$ cat src/rtl/core/qsv_pkg.sv
`timescale 1ns / 1ps
// ----------------------------------------------------------------------------
// qsv_pkg
// Widths, command and status codes and saturation helpers shared by the
// state-vector gate engine.
// ----------------------------------------------------------------------------
package qsv_pkg;

	localparam int MAX_QUBITS = 10;
	localparam int AMP_WIDTH  = 16;
	localparam int FRAC_BITS  = 14;
	localparam int COEF_W     = 16;
	localparam int CFG_W      = 4;
	localparam int AW         = MAX_QUBITS;
	localparam int VEC_SIZE   = 1 << AW;
	localparam int QN_W       = $clog2(MAX_QUBITS + 1);
	localparam int COEF_DEPTH = 16;

	localparam int PROD_W     = COEF_W + AMP_WIDTH;
	localparam int TERM_W     = PROD_W + 2;
	localparam int RND_W      = TERM_W - FRAC_BITS;
	localparam int ACC_W      = RND_W + 2;
	localparam int ROUND_HALF = 1 << (FRAC_BITS - 1);

	localparam int SQ_W       = 2 * AMP_WIDTH;
	localparam int NORM_W     = 2 * AMP_WIDTH + MAX_QUBITS;
	localparam int ROOT_W     = (NORM_W + 1) / 2;
	localparam int SQRT_W     = 2 * ROOT_W;
	localparam int DIVD_W     = AMP_WIDTH + FRAC_BITS;
	localparam int EXT_W      = ((AMP_WIDTH > 16) ? AMP_WIDTH : 16) + 1;
	localparam int DRAW_W     = 16;
	localparam int DRAW_SH    = 12;
	localparam int CMP_W      = (NORM_W > DRAW_W + DRAW_SH) ? NORM_W : DRAW_W + DRAW_SH;

	localparam int IN_W       = 80;
	localparam int OUT_W      = 40;

	localparam logic [2:0] FN_SET_COEF = 3'd0;
	localparam logic [2:0] FN_GATE1    = 3'd1;
	localparam logic [2:0] FN_GATE2    = 3'd2;
	localparam logic [2:0] FN_MEASURE  = 3'd3;
	localparam logic [2:0] FN_WRITE    = 3'd4;
	localparam logic [2:0] FN_READ     = 3'd5;
	localparam logic [2:0] FN_RESET    = 3'd6;

	localparam logic [1:0] STAT_OK        = 2'd0;
	localparam logic [1:0] STAT_RANGE     = 2'd1;
	localparam logic [1:0] STAT_EQUAL     = 2'd2;
	localparam logic [1:0] STAT_ZERO_NORM = 2'd3;

	typedef logic signed [AMP_WIDTH-1:0] amp_t;
	typedef logic signed [COEF_W-1:0] coef_t;

	typedef struct packed {
		amp_t im;
		amp_t re;
	} amp_pair_t;

	function automatic amp_t sat_acc(input logic signed [ACC_W-1:0] v);
		logic [ACC_W-AMP_WIDTH:0] top;
		top = v[ACC_W-1:AMP_WIDTH-1];
		if (top == '0 || top == '1)
			return v[AMP_WIDTH-1:0];
		return v[ACC_W-1] ? {1'b1, {(AMP_WIDTH-1){1'b0}}} : {1'b0, {(AMP_WIDTH-1){1'b1}}};
	endfunction

	function automatic amp_t sat_ext_to_amp(input logic signed [EXT_W-1:0] v);
		logic [EXT_W-AMP_WIDTH:0] top;
		top = v[EXT_W-1:AMP_WIDTH-1];
		if (top == '0 || top == '1)
			return v[AMP_WIDTH-1:0];
		return v[EXT_W-1] ? {1'b1, {(AMP_WIDTH-1){1'b0}}} : {1'b0, {(AMP_WIDTH-1){1'b1}}};
	endfunction

	function automatic logic [15:0] sat_ext_to_16(input logic signed [EXT_W-1:0] v);
		logic [EXT_W-16:0] top;
		top = v[EXT_W-1:15];
		if (top == '0 || top == '1)
			return v[15:0];
		return v[EXT_W-1] ? 16'h8000 : 16'h7fff;
	endfunction

	function automatic amp_t sat_scale(input logic [DIVD_W-1:0] q, input logic neg);
		logic [DIVD_W:0] s;
		logic [DIVD_W-AMP_WIDTH+1:0] top;
		s = neg ? -{1'b0, q} : {1'b0, q};
		top = s[DIVD_W:AMP_WIDTH-1];
		if (top == '0 || top == '1)
			return s[AMP_WIDTH-1:0];
		return s[DIVD_W] ? {1'b1, {(AMP_WIDTH-1){1'b0}}} : {1'b0, {(AMP_WIDTH-1){1'b1}}};
	endfunction

	function automatic logic [AW-1:0] insert_zero(input logic [AW-1:0] j, input logic [3:0] pos);
		logic [AW-1:0] low;
		low = ~({AW{1'b1}} << pos);
		return ((j & ~low) << 1) | (j & low);
	endfunction

	localparam amp_t AMP_ONE = sat_ext_to_amp(EXT_W'(16384));

endpackage

$ cat src/rtl/core/qsv_div.sv
`timescale 1ns / 1ps
// ----------------------------------------------------------------------------
// qsv_div
// Restoring divider, one quotient bit per cycle, for the renormalising scale.
// ----------------------------------------------------------------------------
module qsv_div
	import qsv_pkg::*;
(
	input  logic              clk,
	input  logic              arst_n,
	input  logic              start,
	input  logic [DIVD_W-1:0] dividend,
	input  logic [ROOT_W-1:0] divisor,
	output logic              done,
	output logic [DIVD_W-1:0] quotient
);

	localparam int CW = $clog2(DIVD_W);

	logic              busy_q;
	logic              done_q;
	logic [CW-1:0]     cnt_q;
	logic [ROOT_W-1:0] rem_q;
	logic [ROOT_W-1:0] d_q;
	logic [DIVD_W-1:0] quo_q;
	logic [ROOT_W:0]   trial;
	logic [ROOT_W:0]   diff;
	logic              ge;

	always_comb begin
		trial = {rem_q, quo_q[DIVD_W-1]};
		diff  = trial - {1'b0, d_q};
		ge    = trial >= {1'b0, d_q};
	end

	always_ff @(posedge clk or negedge arst_n) begin
		if (!arst_n) begin
			busy_q <= 1'b0;
			done_q <= 1'b0;
			cnt_q  <= '0;
			rem_q  <= '0;
			d_q    <= '0;
			quo_q  <= '0;
		end else begin
			done_q <= !start && busy_q && (cnt_q == CW'(DIVD_W - 1));
			if (start) begin
				busy_q <= 1'b1;
				cnt_q  <= '0;
				rem_q  <= '0;
				d_q    <= divisor;
				quo_q  <= dividend;
			end else if (busy_q) begin
				rem_q <= ge ? diff[ROOT_W-1:0] : trial[ROOT_W-1:0];
				quo_q <= {quo_q[DIVD_W-2:0], ge};
				cnt_q <= cnt_q + 1'b1;
				if (cnt_q == CW'(DIVD_W - 1))
					busy_q <= 1'b0;
			end
		end
	end

	assign done     = done_q;
	assign quotient = quo_q;

endmodule

$ cat config.mk
export PLATFORM = sky130hd
export DESIGN_NAME = qsv_div
export DESIGN_NICKNAME = d
export VERILOG_FILES = /design/src/rtl/core/qsv_pkg.sv /design/src/rtl/core/qsv_div.sv
export SDC_FILE = /design/constraint.sdc
export NUM_CORES = 1
export LEC_CHECK = 0
export CAP_MARGIN = 40
export CELL_PAD_IN_SITES_DETAIL_PLACEMENT = 1
export CELL_PAD_IN_SITES_GLOBAL_PLACEMENT = 1
export CORE_MARGIN = 2
export CORE_UTILIZATION = 45
export DETAILED_ROUTE_END_ITERATION = 12
export DONT_BUFFER_PORTS = 1
export GPL_TIMING_DRIVEN = 0
export HOLD_SLACK_MARGIN = 0.05
export PLACE_DENSITY_LB_ADDON = 0.15
export REMOVE_ABC_BUFFERS = 1
export SYNTH_ARGS = -nofsm -noshare
export SYNTH_HDL_FRONTEND = slang
export SYNTH_SLANG_ARGS = --single-unit
$ cat constraint.sdc
create_clock -name clk -period 2.77 [get_ports clk]
set_input_delay 0.1385 -clock clk [delete_from_list [all_inputs] [get_ports clk]]
set_output_delay 0.1385 -clock clk [all_outputs]
set_load 0.02 [all_outputs]
==> summary.md <==
| Metric | Value |
|---|---|
| Router iterations before antenna repair | 4 |
| Grt ovf | 0 |
| Cell occurring most often along the worst timing path | sky130_fd_sc_hd__nand2b_4 |
| Num CTS Buffers | 9 |
| Hold_sp | start |
| Setup violations, final | 0 |
| Routability-driven placement congestion ratio | 0.7983 |
| Worst Skew | 0.01290 ns |
| Most used cells in the layout excluding fill and tap cells | sky130_fd_sc_hd__dfrtp_1 (77), sky130_fd_sc_hd__nand2_1 (74), sky130_fd_sc_hd__o21ai_0 (58) |
| Post-layout instance count excluding filler cells | ~700 |
| Die Footprint | 11280 um^2 |
| Max-slew violation count | 0 |
| Cell count of the worst reg-to-reg path | 10 |
| LEAKAGE | 2.701 nW |
| Slowest CP cell | sky130_fd_sc_hd__dfrtp_2 |
| Clock tree from TritonCTS | yes |
| Clk pin slew, worst setup/hold paths | 0.09 ns |
| Worst slack after detailed placement | -0.3282 ns |
| Design area | 5632 um^2 |
| Cell area power density | 766.4 nW/um^2 |
| Antenna Nets Post-Route | 0 |
| MaxCap Viol Count | 0 |
| GR met3 Demand/Resource | 0.04169 |
| Relative max-transition margin | 0.6955 |
| Crit path DAT | slightly below 3 ns |
| Worst IR Drop VDD | 0.0003171 V |
| Remaining routing DRC violations | 0 |
| Clock period minus final worst setup slack | between 2 and 3 ns |
| Maximum number of pins on one net before global-route repair | 130 |
| Post-detailed-routing wire length | 11470 um |
| Core region area | 10230 um^2 |
| Number of buffers between clock root and the deepest sink | 2 |
| M1 GR Usage | 0.2939 |
| Horizontal die dimension | 106.2 um |
| Detailed-route via count | roughly 3.8k |
| Global-route total usage across every layer | 0.2209 |
| Quantity of I/O buffers inserted on ports | 0 |
| Via density | 5.494 |
| Insertion delay to the later sink of the worst-skew pair | about 0.37 ns |
| Top cell family by delay on the critical path | compound AO/OA/AOI/OAI gates |
| Critical path start-end classification | reg2reg |
| Number of inserted diodes | 0 |
| Average footprint of a synthesized cell | just over 9 um^2 |
| Primary FF master, synth | sky130_fd_sc_hd__dfrtp_1 |
| Fraction of power spent switching nets | 0.3936 |
| Clock power frac | 0.208 |
| Worst hold-check slack | 0.06592 ns |
| Setup slack after layout | 0.1184 ns |
| Library cells used by synthesis | 54 |
| Setup slack, reg-to-reg | 0.12 ns |
| Internal power | 0.002617 W |
| Area of the multi-input gates | between 2000 and 3000 um^2 |
| Chip height | between 100 and 150 um |
| Vias in the first global route | 4179 |
| Delay of the slowest critical-path stage | 0.44 ns |
| Number of clock sinks | 79 |
| Path category of the worst min-delay check | in2reg |
| Combinational share of power | 0.442 |
| Endpoint of the worst register-to-register path | rem_q[1] |
| First-pass GRT wire length | 20130 um |
| Switching power | approximately 0.0017 W |
| # placed instances | 624 |
| Buffers & Inverters on Critical Path | 1 |
| Most common library cell in the layout ignoring fill and taps | sky130_fd_sc_hd__dfrtp_1 |
| Half-perimeter wire length after detailed placement | 6961 um |
| Layer with the highest usage after global routing | met2 |
| Routed wirelength normalized by instance count | 16.44 um |
| Run status | completed |
| Reg-to-reg startpoint | quotient[29] |
| Crit path capture type | flop |
| Final-layout fill cell count | around 1.2k |
| Final Hold Fails | 0 |
| Cells along the critical path | inv_1, ha_1, fa_1, nand2b_4, a21oi_4, o311ai_2, nand2b_4, a21o_4, mux2_4, a211oi_2 |
| Destination of the worst hold path | rem_q[9] |
| Sequential standard cell area | 1982 um^2 |
| Boundary Pins | 85 |
| Post-synthesis instance area | 4702 um^2 |
| Synthesis-stage register bit count | 79 |
| Req. time, crit path | between 3 and 4 ns |
| Instance count of the mapped netlist | 518 |
| Crit Path Max Fanout | 11 |
| Reg power frac | 0.351 |
| Setup TNS | 0 ns |
| Root buf cell | sky130_fd_sc_hd__clkbuf_8 |
| EDFF count, synth | 0 |
| Placement Rows | 37 |
| Number of cells traversed by the worst hold path | 3 |
| RSZ-0062 raised after global routing | true |
| Starting density of the core | 0.4596 |
| Htree depth | 3 |
| Fraction of the cycle the final worst path needs | 0.9573 |
| Synth Warn # | 0 |
| Maximum operating frequency | between 300 and 400 MHz |
| Sequential cell area fraction in the yosys report | 0.4204 |
| Detailed router's first-iteration violation count | between 150 and 200 |
| Met2 capacity usage during global routing | 0.3631 |
| Syn-to-layout area delta | 19.77% |
| Async set-or-reset flop fraction in the synthesized netlist | 1.000 |
| Proportion of layout cells with a drive suffix above 1 | 0.07473 |
| Net count, final | 635 |
| Transition time of the tightest slew-check pin | 0.4452 ns |
| CP Launch Type | flop |
| Post-Place Cell Area | ~4800 um^2 |
| Antenna violations before repair | 0 |
==> power by group through the flow <==
stage / clock network (W) / registers [W] / logic, W
6_report: 0.000897 / 0.00151 / 0.00191
5_1_grt: 0.000967 / 0.00154 / 0.00214
4_1_cts: 0.000921 / 0.00151 / 0.00187
3_5_place_dp: 0 / 0.00154 / 0.00166
3_3_place_gp: 0 / 0.00153 / 0.00162
2_1_floorplan: 0 / 0.00150 / 0.00134
==> worst reg2reg max path, stage by stage, from the launching register on <==
cell	delay (ns)
sky130_fd_sc_hd__dfrtp_2	0.44
sky130_fd_sc_hd__inv_1	0.08
sky130_fd_sc_hd__ha_1	0.22
sky130_fd_sc_hd__fa_1	0.42
sky130_fd_sc_hd__nand2b_4	0.18
sky130_fd_sc_hd__a21oi_4	0.19
sky130_fd_sc_hd__o311ai_2	0.15
sky130_fd_sc_hd__nand2b_4	0.12
sky130_fd_sc_hd__a21o_4	0.22
sky130_fd_sc_hd__mux2_4	0.32
sky130_fd_sc_hd__a211oi_2	0.21
==> cell usage after synthesis, types with 5 or more instances <==
library cell / n / share of area
sky130_fd_sc_hd__ha_1: 23 / 0.061
sky130_fd_sc_hd__dfrtp_1: 79 / 0.42
sky130_fd_sc_hd__inv_1: 30 / 0.024
sky130_fd_sc_hd__xnor2_1: 12 / 0.022
sky130_fd_sc_hd__a21o_1: 9 / 0.014
sky130_fd_sc_hd__xor2_1: 7 / 0.013
sky130_fd_sc_hd__o21a_1: 5 / 0.0080
sky130_fd_sc_hd__a211oi_1: 13 / 0.021
sky130_fd_sc_hd__mux2i_1: 40 / 0.085
sky130_fd_sc_hd__o21ai_0: 58 / 0.062
sky130_fd_sc_hd__nor2_1: 41 / 0.033
sky130_fd_sc_hd__clkbuf_1: 23 / 0.018
sky130_fd_sc_hd__nand3_1: 5 / 0.0053
sky130_fd_sc_hd__nand3b_1: 7 / 0.011
sky130_fd_sc_hd__nor3_1: 5 / 0.0053
sky130_fd_sc_hd__nand2_1: 74 / 0.059
sky130_fd_sc_hd__o21ai_1: 7 / 0.0075
sky130_fd_sc_hd__a21oi_1: 19 / 0.020
==> metal layers <==
layer / up-vias / wire length [um]
li1: 1887 / -
met1: 1868 / 5319
met2: 68 / 5561
met3: 12 / 435
met4: 0 / 157
met5: - / 0
==> sequential cells by signal, summed over array words and instances (netlist names) <==
signal    cells
quotient     30
rem_q        21
cnt_q         5
busy_q        1
done          1
d_q          21
==> worst max-delay path by stage <==
| stage | start | depth (start not counted) | to | slack, ns |
|---|---|---|---|---|
| floorplan | busy_q | 5 | rem_q[20] | -0.07 |
| global placement | busy_q | 4 | rem_q[17] | -1.14 |
| detailed placement | quotient[29] | 10 | rem_q[0] | -0.33 |
| CTS | rem_q[18] | 8 | rem_q[1] | 0.02 |
| global route | quotient[29] | 10 | rem_q[11] | -0.03 |
| finish | quotient[29] | 10 | rem_q[1] | 0.12 |
==> stage by stage <==
stage	total power (W)	util
after detailed placement	0.003198	0.4662
after CTS	0.004304	0.5465
after floorplan	0.002840	-
after global routing	0.004646	0.5504
final	0.004316	0.5504
after global placement	0.003145	0.4631
==> area by class of cell <==
type | instances | area share
multi-input combinational | 379 | 0.4515
sequential | 79 | 0.3519
timing repair buffer | 58 | 0.1111
tap | 136 | 0.03022
clock buffer | 12 | 0.02577
inverter | 30 | 0.02000
clock inverter | 4 | 0.009553
==> repair_timing <==
action                                  in CTS  in global routing
endpoints found under the setup margin      22                 22
gates cloned                                 1                  0
hold buffers                                54                  0
pin swaps                                    1                  1
endpoints found under the hold margin      156                  0
setup buffers                                2                  1
resized for setup                            5                  7
==> logic make-up after synthesis <==
family / share of synthesized area
AND/OR/NAND/NOR: 0.1402
AO/OA/AOI/OAI: 0.1921
flip-flops: 0.4204
buffers and inverters: 0.05242
multiplexers: 0.09393
adder cells (fa/ha/maj): 0.06546
XOR/XNOR: 0.03539
(Power assumes the default switching activity.)
