==> src/rtl/core/qsv_pkg.sv <==
`timescale 1ns / 1ps
// ----------------------------------------------------------------------------
// qsv_pkg
// Widths, command and status codes and saturation helpers shared by the
// state-vector gate engine.
// ----------------------------------------------------------------------------
package qsv_pkg;

	localparam int MAX_QUBITS = 10;
	localparam int AMP_WIDTH  = 16;
	localparam int FRAC_BITS  = 14;
	localparam int COEF_W     = 16;
	localparam int CFG_W      = 4;
	localparam int AW         = MAX_QUBITS;
	localparam int VEC_SIZE   = 1 << AW;
	localparam int QN_W       = $clog2(MAX_QUBITS + 1);
	localparam int COEF_DEPTH = 16;

	localparam int PROD_W     = COEF_W + AMP_WIDTH;
	localparam int TERM_W     = PROD_W + 2;
	localparam int RND_W      = TERM_W - FRAC_BITS;
	localparam int ACC_W      = RND_W + 2;
	localparam int ROUND_HALF = 1 << (FRAC_BITS - 1);

	localparam int SQ_W       = 2 * AMP_WIDTH;
	localparam int NORM_W     = 2 * AMP_WIDTH + MAX_QUBITS;
	localparam int ROOT_W     = (NORM_W + 1) / 2;
	localparam int SQRT_W     = 2 * ROOT_W;
	localparam int DIVD_W     = AMP_WIDTH + FRAC_BITS;
	localparam int EXT_W      = ((AMP_WIDTH > 16) ? AMP_WIDTH : 16) + 1;
	localparam int DRAW_W     = 16;
	localparam int DRAW_SH    = 12;
	localparam int CMP_W      = (NORM_W > DRAW_W + DRAW_SH) ? NORM_W : DRAW_W + DRAW_SH;

	localparam int IN_W       = 80;
	localparam int OUT_W      = 40;

	localparam logic [2:0] FN_SET_COEF = 3'd0;
	localparam logic [2:0] FN_GATE1    = 3'd1;
	localparam logic [2:0] FN_GATE2    = 3'd2;
	localparam logic [2:0] FN_MEASURE  = 3'd3;
	localparam logic [2:0] FN_WRITE    = 3'd4;
	localparam logic [2:0] FN_READ     = 3'd5;
	localparam logic [2:0] FN_RESET    = 3'd6;

	localparam logic [1:0] STAT_OK        = 2'd0;
	localparam logic [1:0] STAT_RANGE     = 2'd1;
	localparam logic [1:0] STAT_EQUAL     = 2'd2;
	localparam logic [1:0] STAT_ZERO_NORM = 2'd3;

	typedef logic signed [AMP_WIDTH-1:0] amp_t;
	typedef logic signed [COEF_W-1:0] coef_t;

	typedef struct packed {
		amp_t im;
		amp_t re;
	} amp_pair_t;

	function automatic amp_t sat_acc(input logic signed [ACC_W-1:0] v);
		logic [ACC_W-AMP_WIDTH:0] top;
		top = v[ACC_W-1:AMP_WIDTH-1];
		if (top == '0 || top == '1)
			return v[AMP_WIDTH-1:0];
		return v[ACC_W-1] ? {1'b1, {(AMP_WIDTH-1){1'b0}}} : {1'b0, {(AMP_WIDTH-1){1'b1}}};
	endfunction

	function automatic amp_t sat_ext_to_amp(input logic signed [EXT_W-1:0] v);
		logic [EXT_W-AMP_WIDTH:0] top;
		top = v[EXT_W-1:AMP_WIDTH-1];
		if (top == '0 || top == '1)
			return v[AMP_WIDTH-1:0];
		return v[EXT_W-1] ? {1'b1, {(AMP_WIDTH-1){1'b0}}} : {1'b0, {(AMP_WIDTH-1){1'b1}}};
	endfunction

	function automatic logic [15:0] sat_ext_to_16(input logic signed [EXT_W-1:0] v);
		logic [EXT_W-16:0] top;
		top = v[EXT_W-1:15];
		if (top == '0 || top == '1)
			return v[15:0];
		return v[EXT_W-1] ? 16'h8000 : 16'h7fff;
	endfunction

	function automatic amp_t sat_scale(input logic [DIVD_W-1:0] q, input logic neg);
		logic [DIVD_W:0] s;
		logic [DIVD_W-AMP_WIDTH+1:0] top;
		s = neg ? -{1'b0, q} : {1'b0, q};
		top = s[DIVD_W:AMP_WIDTH-1];
		if (top == '0 || top == '1)
			return s[AMP_WIDTH-1:0];
		return s[DIVD_W] ? {1'b1, {(AMP_WIDTH-1){1'b0}}} : {1'b0, {(AMP_WIDTH-1){1'b1}}};
	endfunction

	function automatic logic [AW-1:0] insert_zero(input logic [AW-1:0] j, input logic [3:0] pos);
		logic [AW-1:0] low;
		low = ~({AW{1'b1}} << pos);
		return ((j & ~low) << 1) | (j & low);
	endfunction

	localparam amp_t AMP_ONE = sat_ext_to_amp(EXT_W'(16384));

endpackage

==> src/rtl/core/qsv_sqrt.sv <==
`timescale 1ns / 1ps
// ----------------------------------------------------------------------------
// qsv_sqrt
// Integer square root, two radicand bits per cycle.
// ----------------------------------------------------------------------------
module qsv_sqrt
	import qsv_pkg::*;
(
	input  logic              clk,
	input  logic              arst_n,
	input  logic              start,
	input  logic [NORM_W-1:0] value,
	output logic              done,
	output logic [ROOT_W-1:0] root
);

	logic              busy_q;
	logic              done_q;
	logic [SQRT_W-1:0] v_q;
	logic [SQRT_W-1:0] res_q;
	logic [SQRT_W-1:0] bit_q;
	logic [SQRT_W-1:0] trial;

	assign trial = res_q + bit_q;

	always_ff @(posedge clk or negedge arst_n) begin
		if (!arst_n) begin
			busy_q <= 1'b0;
			done_q <= 1'b0;
			v_q    <= '0;
			res_q  <= '0;
			bit_q  <= '0;
		end else begin
			done_q <= !start && busy_q && bit_q[0];
			if (start) begin
				busy_q <= 1'b1;
				v_q    <= SQRT_W'(value);
				res_q  <= '0;
				bit_q  <= SQRT_W'(1) << (SQRT_W - 2);
			end else if (busy_q) begin
				if (v_q >= trial) begin
					v_q   <= v_q - trial;
					res_q <= (res_q >> 1) + bit_q;
				end else begin
					res_q <= res_q >> 1;
				end
				bit_q <= bit_q >> 2;
				if (bit_q[0])
					busy_q <= 1'b0;
			end
		end
	end

	assign done = done_q;
	assign root = res_q[ROOT_W-1:0];

endmodule

==> config.mk <==
export PLATFORM = sky130hd
export DESIGN_NAME = qsv_sqrt
export DESIGN_NICKNAME = d
export VERILOG_FILES = /design/src/rtl/core/qsv_pkg.sv /design/src/rtl/core/qsv_sqrt.sv
export SDC_FILE = /design/constraint.sdc
export NUM_CORES = 1
export LEC_CHECK = 0
export BUFFER_PORTS_ARGS = -buffer_cell sky130_fd_sc_hd__buf_2
export CAP_MARGIN = 20
export CORE_UTILIZATION = 46
export CTS_CLUSTER_SIZE = 40
export DETAILED_ROUTE_END_ITERATION = 8
export PLACE_DENSITY_LB_ADDON = 0.2
export SYNTH_ARGS = -nofsm -noshare
export SYNTH_HDL_FRONTEND = slang
export SYNTH_SLANG_ARGS = --single-unit
==> constraint.sdc <==
create_clock -name clk -period 11.6 [get_ports clk]
set_clock_uncertainty 0.1 [all_clocks]
set_input_delay 0.58 -clock clk [delete_from_list [all_inputs] [get_ports clk]]
set_output_delay 0.58 -clock clk [all_outputs]
set_load 0.01 [all_outputs]
==> summary.md, run 1 <==
| Metric | Value |
|---|---|
| Static leakage | 4.88 nW |
| Synth warn | 0 |
| # DRC | 0 |
| Relative slew slack | between 30% and 40% |
| Req. time, crit path | between 10 and 15 ns |
| Startpoint types | register |
| Worst vdd rail ir drop | ~0.00012 V |
| Count leader, synth | nand2_1 |
| Crit path DAT | ~6.5 ns |
| Largest net degree at the start of global routing | between 70 and 80 |
| Critical Path Max Stage Delay | ~0.5 ns |
| Die H | 151 µm |
| Top FF cell, synth | dfrtp_1 |
| Vias | about 9200 |
| Adder-cell share of the synthesized area | 10.7% |
| Cell taking the most area after synthesis | dfrtp_1 |
| EDFF count, synth | 0 |
| First-pass GRT wire length | roughly 45000 µm |
| Tot GR Track Use | roughly a quarter |
| WL per Instance | 18.5 µm |
| CTS clock-pin slew for the worst setup and hold paths | ~0.090 ns |
| PwrDens | between 200 and 250 nW/µm² |
| H-tree levels | 3 |
| Synth top area cells | dfrtp_1, ha_1, mux2i_1 |
| IO buf count | 66 |
| I/O pins | 67 |
| Post-CTS Resized | 0 |
| Rows | 54 |
| Netlist Area Pre-Place | 10200 µm² |
| Core ar. | 21800 µm² |
| Drt total wl | between 20000 and 30000 µm |
| Die footprint | around 23000 µm² |
| Max_cap viols | 0 |
| Hpwl dp | 20400 µm |
| Part of the cycle the worst path needs | a little over half |
| CP cell instances | ha_1 -> a21oi_1 -> o21bai_2 -> a41o_1 -> a41oi_1 -> o311ai_2 -> a21oi_2 -> o21ba_2 -> o21ai_0 -> xnor2_1 -> ha_1 -> a21oi_2 -> o21ai_1 -> a221o_1 -> a21oi_1 -> a21oi_1 -> o22a_2 -> nor2_2 -> buf_4 -> o21ai_0 -> a221oi_1 |
| Hold_buf cts | 0 |
| Starting density of the core | between 40 and 50% |
| Sequential-to-total area share from yosys stat | a little over a quarter |
| Sink Count | approximately 110 |
| Reg2reg path depth | 21 |
| Final TNS setup | 0 ns |
| Fin Hold WS | slightly above 0.09 ns |
| Synth Area in XOR/XNOR | 7.35% |
| WS Path Type | reg -> reg |
| CTS tree | yes |
| Syn_nets | 1370 |
| Share of the synthesized area in the top cell type | approximately a quarter |
| Overflow after GRT | 0 |
| Critical-path maximum fanout | 26 |
| Final Setup Violations | 0 |
| Worst-Skew Late Latency | around 0.37 ns |
| Pins Over Slew Limit | 0 |
| Slowest CP cell | a41oi_1 |
| Pre-Repair DR Iteration Count | 5 |
| Simple-gate share of the synthesized area | ~17% |
| Root buffer cell | clkbuf_16 |
| Vias in the first global route | approximately 8500 |
| Clock Path Buffers | 2 |
| Antenna violations before repair | 0 |
| Synth Area per Inst | slightly above 8 µm² |
| Nets | between 1000 and 1500 |
| Post-CTS Setup Bufs | 0 |
| Layout cells sized above 1 | a little over a tenth |
| Area Overhead vs Synth | 5.63% |
| Slew of the pin with the lowest slew margin | between 0.9 and 1 ns |
| RSZ-0062 raised after global routing | false |
| Post-synth top cells | nand2_1, dfrtp_1, nor2_1, ha_1, o21ai_0 |
| CP endpoint kind | register |
| Vias per Instance | roughly 6.1 |
| Final hold vios | 0 |
| Final GP Congestion | 0.979 |
| Hold/Removal Path Class | in -> async |
| Yosys reg bits | between 100 and 150 |
| Clock buffer count from CTS | 9 |
| Post-DRT Antenna Nets | 0 |
| Final WS setup | ~5.2 ns |
| Ant. Diodes | 0 |
| Max Fclk | 0.157 GHz |
| Distinct cells, synth | a little under 80 |
| Status | completed |
| Post-synthesis mux area share | ~6.1% |
| Syn Inst Count | roughly 1200 |
| Largest family of logic cells by synthesized area | compound AO/OA/AOI/OAI gates |
| Compound-Gate Fraction of Synth Area | 26.8% |
| Initial DRC Count | 566 |
| Cell mode on critical path | a21oi_1 |
| Post-synth ARST share | between 90% and 100% |
| Chip width | roughly 150 µm |
| Pre-CTS setup slack | 5.23 ns |
| Tmin final | around 6.4 ns |
[path summary, 6_finish.rpt]
path / slack, ns / from / to
max in group asynchronous: 9.86 / arst_n / busy_q$_DFF_PN0_
worst max register to register: 5.25 / res_q[4]$_DFFE_PN0P_ / res_q[12]$_DFFE_PN0P_
worst min-delay path: 0.09 / arst_n / v_q[9]$_DFFE_PN0P_
worst min register to register: 0.45 / v_q[39]$_DFFE_PN0P_ / v_q[39]$_DFFE_PN0P_
worst max-delay path: 5.25 / res_q[4]$_DFFE_PN0P_ / res_q[12]$_DFFE_PN0P_
min in group clk: 0.32 / value[2] / v_q[2]$_DFFE_PN0P_
[kinds of logic after synthesis]
logic type / after synthesis
buf+inv: 124
simple gates: 366
compound gates: 406
mux: 62
flops: 107
fa+ha+maj: 87
xor+xnor: 86
[per-stage QoR]
step                power [mW]  instances  utilization [%]  cell area (µm²)
floorplan                 2.01       1238                -            10200
global placement          2.31       1505             48.1            10500
detailed placement        2.33       1505             48.1            10500
CTS                       2.67       1521             49.5            10800
global route              2.91       1522             49.6            10800
finish                    2.70       1522             49.6            10800
[power breakdown]
| part | internal (mW) | switching [mW] |
|---|---|---|
| combinational | 0.737 | 1.06 |
| clock | 0.175 | 0.161 |
| sequential | 0.469 | 0.0993 |
| total | 1.38 | 1.32 |
[placed cells by master, fill, tap and decap left out, types with 5 or more instances in the layout]
cell type	Yosys	layout
nand2_1	122	122
dfrtp_1	107	106
nor2_1	105	105
ha_1	86	86
o21ai_0	75	75
a21oi_1	73	73
buf_2	6	64
mux2i_1	57	57
a31oi_1	46	46
xor2_1	46	46
xnor2_1	40	40
inv_1	38	38
nand3_1	32	32
a21o_1	32	32
o21ai_1	25	24
a211oi_1	18	18
o21bai_1	17	17
nand4_1	17	17
nor3_1	16	16
or3_1	15	15
a311oi_1	14	14
nor2b_1	12	12
and3_1	12	12
a221oi_1	12	12
o211ai_1	11	11
o21a_1	10	10
and2_1	9	9
clkbuf_16	0	9
a31o_2	8	8
buf_4	29	8
o31ai_1	6	6
mux2_2	5	5
[registers in the layout, indices dropped and copies added (netlist names)]
| signal | flops |
|---|---|
| bit_q | 21 |
| busy_q | 1 |
| done | 1 |
| res_q | 42 |
| v_q | 42 |
[critical path: cells and delay by family, from the launching register on]
| family | cells | cell delay [ns] |
|---|---|---|
| AO/OA/AOI/OAI | 16 | 3.81 |
| XOR/XNOR | 1 | 0.26 |
| adder cells (fa/ha/maj) | 2 | 0.76 |
| buffers and inverters | 1 | 0.37 |
| flip-flops | 1 | 0.48 |
| AND/OR/NAND/NOR | 1 | 0.43 |
[cell type report]
type                    count  area (µm²)
repair buffers             73         395
inverters                  39         146
flip-flops and latches    107        2680
well taps                 280         350
fillers                  2112       11000
clock buffers              11         243
clock inverters             5        61.3
multi-input cells        1007        6940
[routing by layer]
layer	part of all wire [%]	vias up	wire (µm)	GRT usage, %
li1	-	4552	-	-
met5	0	-	0	0
met1	51	4354	14300	37.4
met4	2.6	0	741	9.35
met3	5.0	40	1420	2.35
met2	42	280	11800	37.0
(Power assumes the default switching activity.)
==> run 2, diff against run 1 <==
- clock period: 11.6 -> 5.1 ns (I/O delays scaled with it)
==> summary.md, run 2 (synthesis gave the netlist of run 1 again) <==
| Metric | Value |
|---|---|
| Status | completed (unchanged) |
| Worst-Skew Late Latency | 0.36 ns (was 0.37 ns) |
| First-pass GRT wire length | 45800 µm (was 44600 µm) |
| Pre-CTS setup slack | -0.0123 ns (was 5.23 ns) |
| Most frequent cells in the layout | nand2_1, dfrtp_1, nor2_1 (unchanged) |
| CP endpoint kind | register (unchanged) |
| Vias | 9559 (was 9226) |
| RSZ-0062 raised after global routing | true (was false) |
| Rows | 54 (unchanged) |
| Final GP Congestion | 0.956 (was 0.979) |
| Most common cell after layout, fill and taps aside | nand2_1 (unchanged) |
| Core ar. | 21800 µm² (unchanged) |
| Drt total wl | 30000 µm (was 28200 µm) |
| Final WS setup | 0.0351 ns (was 5.25 ns) |
| Initial DRC Count | 749 (was 566) |
| Relative slew slack | 32.7% (was 38.2%) |
| Layout cells sized above 1 | 20.3% (was 10.6%) |
| Max_cap viols | 0 (unchanged) |
| WS Path Type | reg -> reg (unchanged) |
| Post-DRT Antenna Nets | 0 (unchanged) |
| Hpwl dp | 21300 µm (was 20400 µm) |
| Overflow after GRT | 0 (unchanged) |
| Pre-Repair DR Iteration Count | 5 (unchanged) |
| Slew of the pin with the lowest slew margin | 1.01 ns (was 0.927 ns) |
| Fill count | 2024 (was 2112) |
| Max Fclk | 0.197 GHz (was 0.157 GHz) |
| Pins Over Slew Limit | 0 (unchanged) |
| Worst vdd rail ir drop | 0.000313 V (was 0.000117 V) |
| Tot GR Track Use | 25.6% (was 25.1%) |
| Sink Count | 107 (unchanged) |
| Largest net degree at the start of global routing | 82 (was 74) |
| Vias per Instance | 5.95 (was 6.06) |
| Clock buffer count from CTS | 9 (unchanged) |
| Multi-input gate area | 7380 µm² (was 6940 µm²) |
| Startpoint types | register (unchanged) |
| Part of the cycle the worst path needs | 99.3% (was 54.7%) |
| Hold/Removal Path Class | in -> reg (was in -> async) |
| Starting density of the core | 46.9% (unchanged) |
| CTS clock-pin slew for the worst setup and hold paths | 0.08 ns (was 0.09 ns) |
| Ant. Diodes | 0 (unchanged) |
| Die footprint | 22900 µm² (unchanged) |
| Largest regs | res_q: 42 flops, v_q: 42 flops, bit_q: 21 flops (unchanged) |
| Tmin final | 5.06 ns (was 6.35 ns) |
| Register area | 2680 µm² (unchanged) |
| # DRC | 0 (unchanged) |
| Fin Hold WS | 0.00969 ns (was 0.0918 ns) |
| Antenna violations before repair | 0 (unchanged) |
| Final Setup Violations | 0 (unchanged) |
| H-tree levels | 3 (unchanged) |
| WL per Instance | 18.7 µm (was 18.5 µm) |
| I/O pins | 67 (unchanged) |
| CTS tree | yes (unchanged) |
| Static leakage | 5.40 nW (was 4.88 nW) |
| Req. time, crit path | 5.25 ns (was 11.77 ns) |
| Chip width | 151 µm (unchanged) |
| Nets | 1454 (was 1369) |
| Die H | 151 µm (unchanged) |
| Final hold vios | 0 (unchanged) |
| Clock Path Buffers | 2 (unchanged) |
| Crit path DAT | 5.22 ns (was 6.52 ns) |
| IO buf count | 66 (unchanged) |
| Root buffer cell | clkbuf_16 (unchanged) |
| Vias in the first global route | 8770 (was 8486) |
| PwrDens | 592 nW/µm² (was 250 nW/µm²) |
| Critical-path maximum fanout | 7 (was 26) |
| Area Overhead vs Synth | 17.8% (was 5.63%) |
run 2: changes by cell type in the layout (fill, tap and decap cells not counted), moves of 6 or more:
cell / before / now
a21oi_1: 73 / 66
a21oi_2: 2 / 8
a221oi_1: 12 / 4
a221oi_2: 0 / 8
a311oi_1: 14 / 7
a311oi_2: 0 / 7
buf_4: 8 / 71
buf_6: 0 / 6
dlygate4sd3_1: 0 / 9
ha_1: 86 / 77
ha_4: 0 / 7
o21ai_0: 75 / 57
o21ai_1: 24 / 36
run 2: report_power, final:
part | internal (mW) | leakage, nW | total [mW] | switching, mW
clock network | 0.435 | 0.150 | 0.791 | 0.356
registers | 1.07 | 1.39 | 1.29 | 0.224
logic | 2.34 | 3.86 | 5.06 | 2.72
total | 3.84 | 5.40 | 7.14 | 3.30
run 2: through the flow:
stage	util [%]	power (mW)	setup TNS [ns]	area (µm²)	std cells
after floorplan	-	4.57	0	10200	1238
after global placement	50.4	5.60	0	11000	1565
after detailed placement	50.4	5.62	-0.0261	11000	1565
after CTS	52.3	6.45	0	11400	1590
after global routing	55.3	7.65	-2.68	12100	1607
final	55.3	7.14	0	12100	1607
run 2: critical path, cell delays in order (launching register included):
cell,delay [ns]
dfrtp_1,0.41
ha_4,0.30
a21oi_4,0.06
o21bai_4,0.16
a41o_1,0.22
a41oi_2,0.16
o311ai_2,0.36
a21oi_2,0.13
buf_4,0.16
o41ai_4,0.30
buf_6,0.18
xnor2_4,0.14
ha_4,0.25
and3_4,0.16
a221o_1,0.36
a21oi_2,0.17
a21oi_2,0.08
o22a_2,0.27
nor2_4,0.34
clkbuf_16,0.25
nand2_4,0.06
o221a_2,0.32
run 2: what timing repair did:
item | CTS | global route
gates cloned | 0 | 6
buffers inserted | 0 | 11
endpoints found under the setup margin | 16 | 84
pin swaps | 2 | 57
hold endpoints to repair | 58 | 0
resized for setup | 0 | 99
hold buffers | 9 | 0
run 2: layout make-up:
| class | instances | area share [%] |
|---|---|---|
| inverters | 39 | 1.21 |
| flip-flops and latches | 107 | 22.2 |
| well taps | 280 | 2.90 |
| repair buffers | 158 | 9.83 |
| multi-input cells | 1007 | 61.2 |
| clock buffers | 11 | 1.93 |
| clock inverters | 5 | 0.705 |
run 2: path summary, 6_finish.rpt:
path                       cells after the start  slack, ns             startpoint                     to
hold / removal                                 3       0.01               value[7]     v_q[7]$_DFFE_PN0P_
hold reg to reg                                1       0.46  bit_q[40]$_DFFE_PN0P_  bit_q[40]$_DFFE_PN0P_
setup / recovery                              21       0.04   bit_q[4]$_DFFE_PN0P_  res_q[32]$_DFFE_PN0P_
setup reg to reg                              21       0.04   bit_q[4]$_DFFE_PN0P_  res_q[32]$_DFFE_PN0P_
min in group asynchronous                      2       0.37                 arst_n     v_q[8]$_DFFE_PN0P_
max in group asynchronous                      3       3.28                 arst_n    v_q[38]$_DFFE_PN0P_
run 2: metal layers:
metal / part of all wire [%] / track usage (%) / routed length (µm) / up-vias
li1: - / - / - / 4731
met1: 49 / 38.3 / 14800 / 4541
met2: 44 / 37.5 / 13100 / 255
met3: 5.2 / 3.61 / 1560 / 32
met4: 1.9 / 7.50 / 566 / 0
met5: 0 / 0 / 0 / -
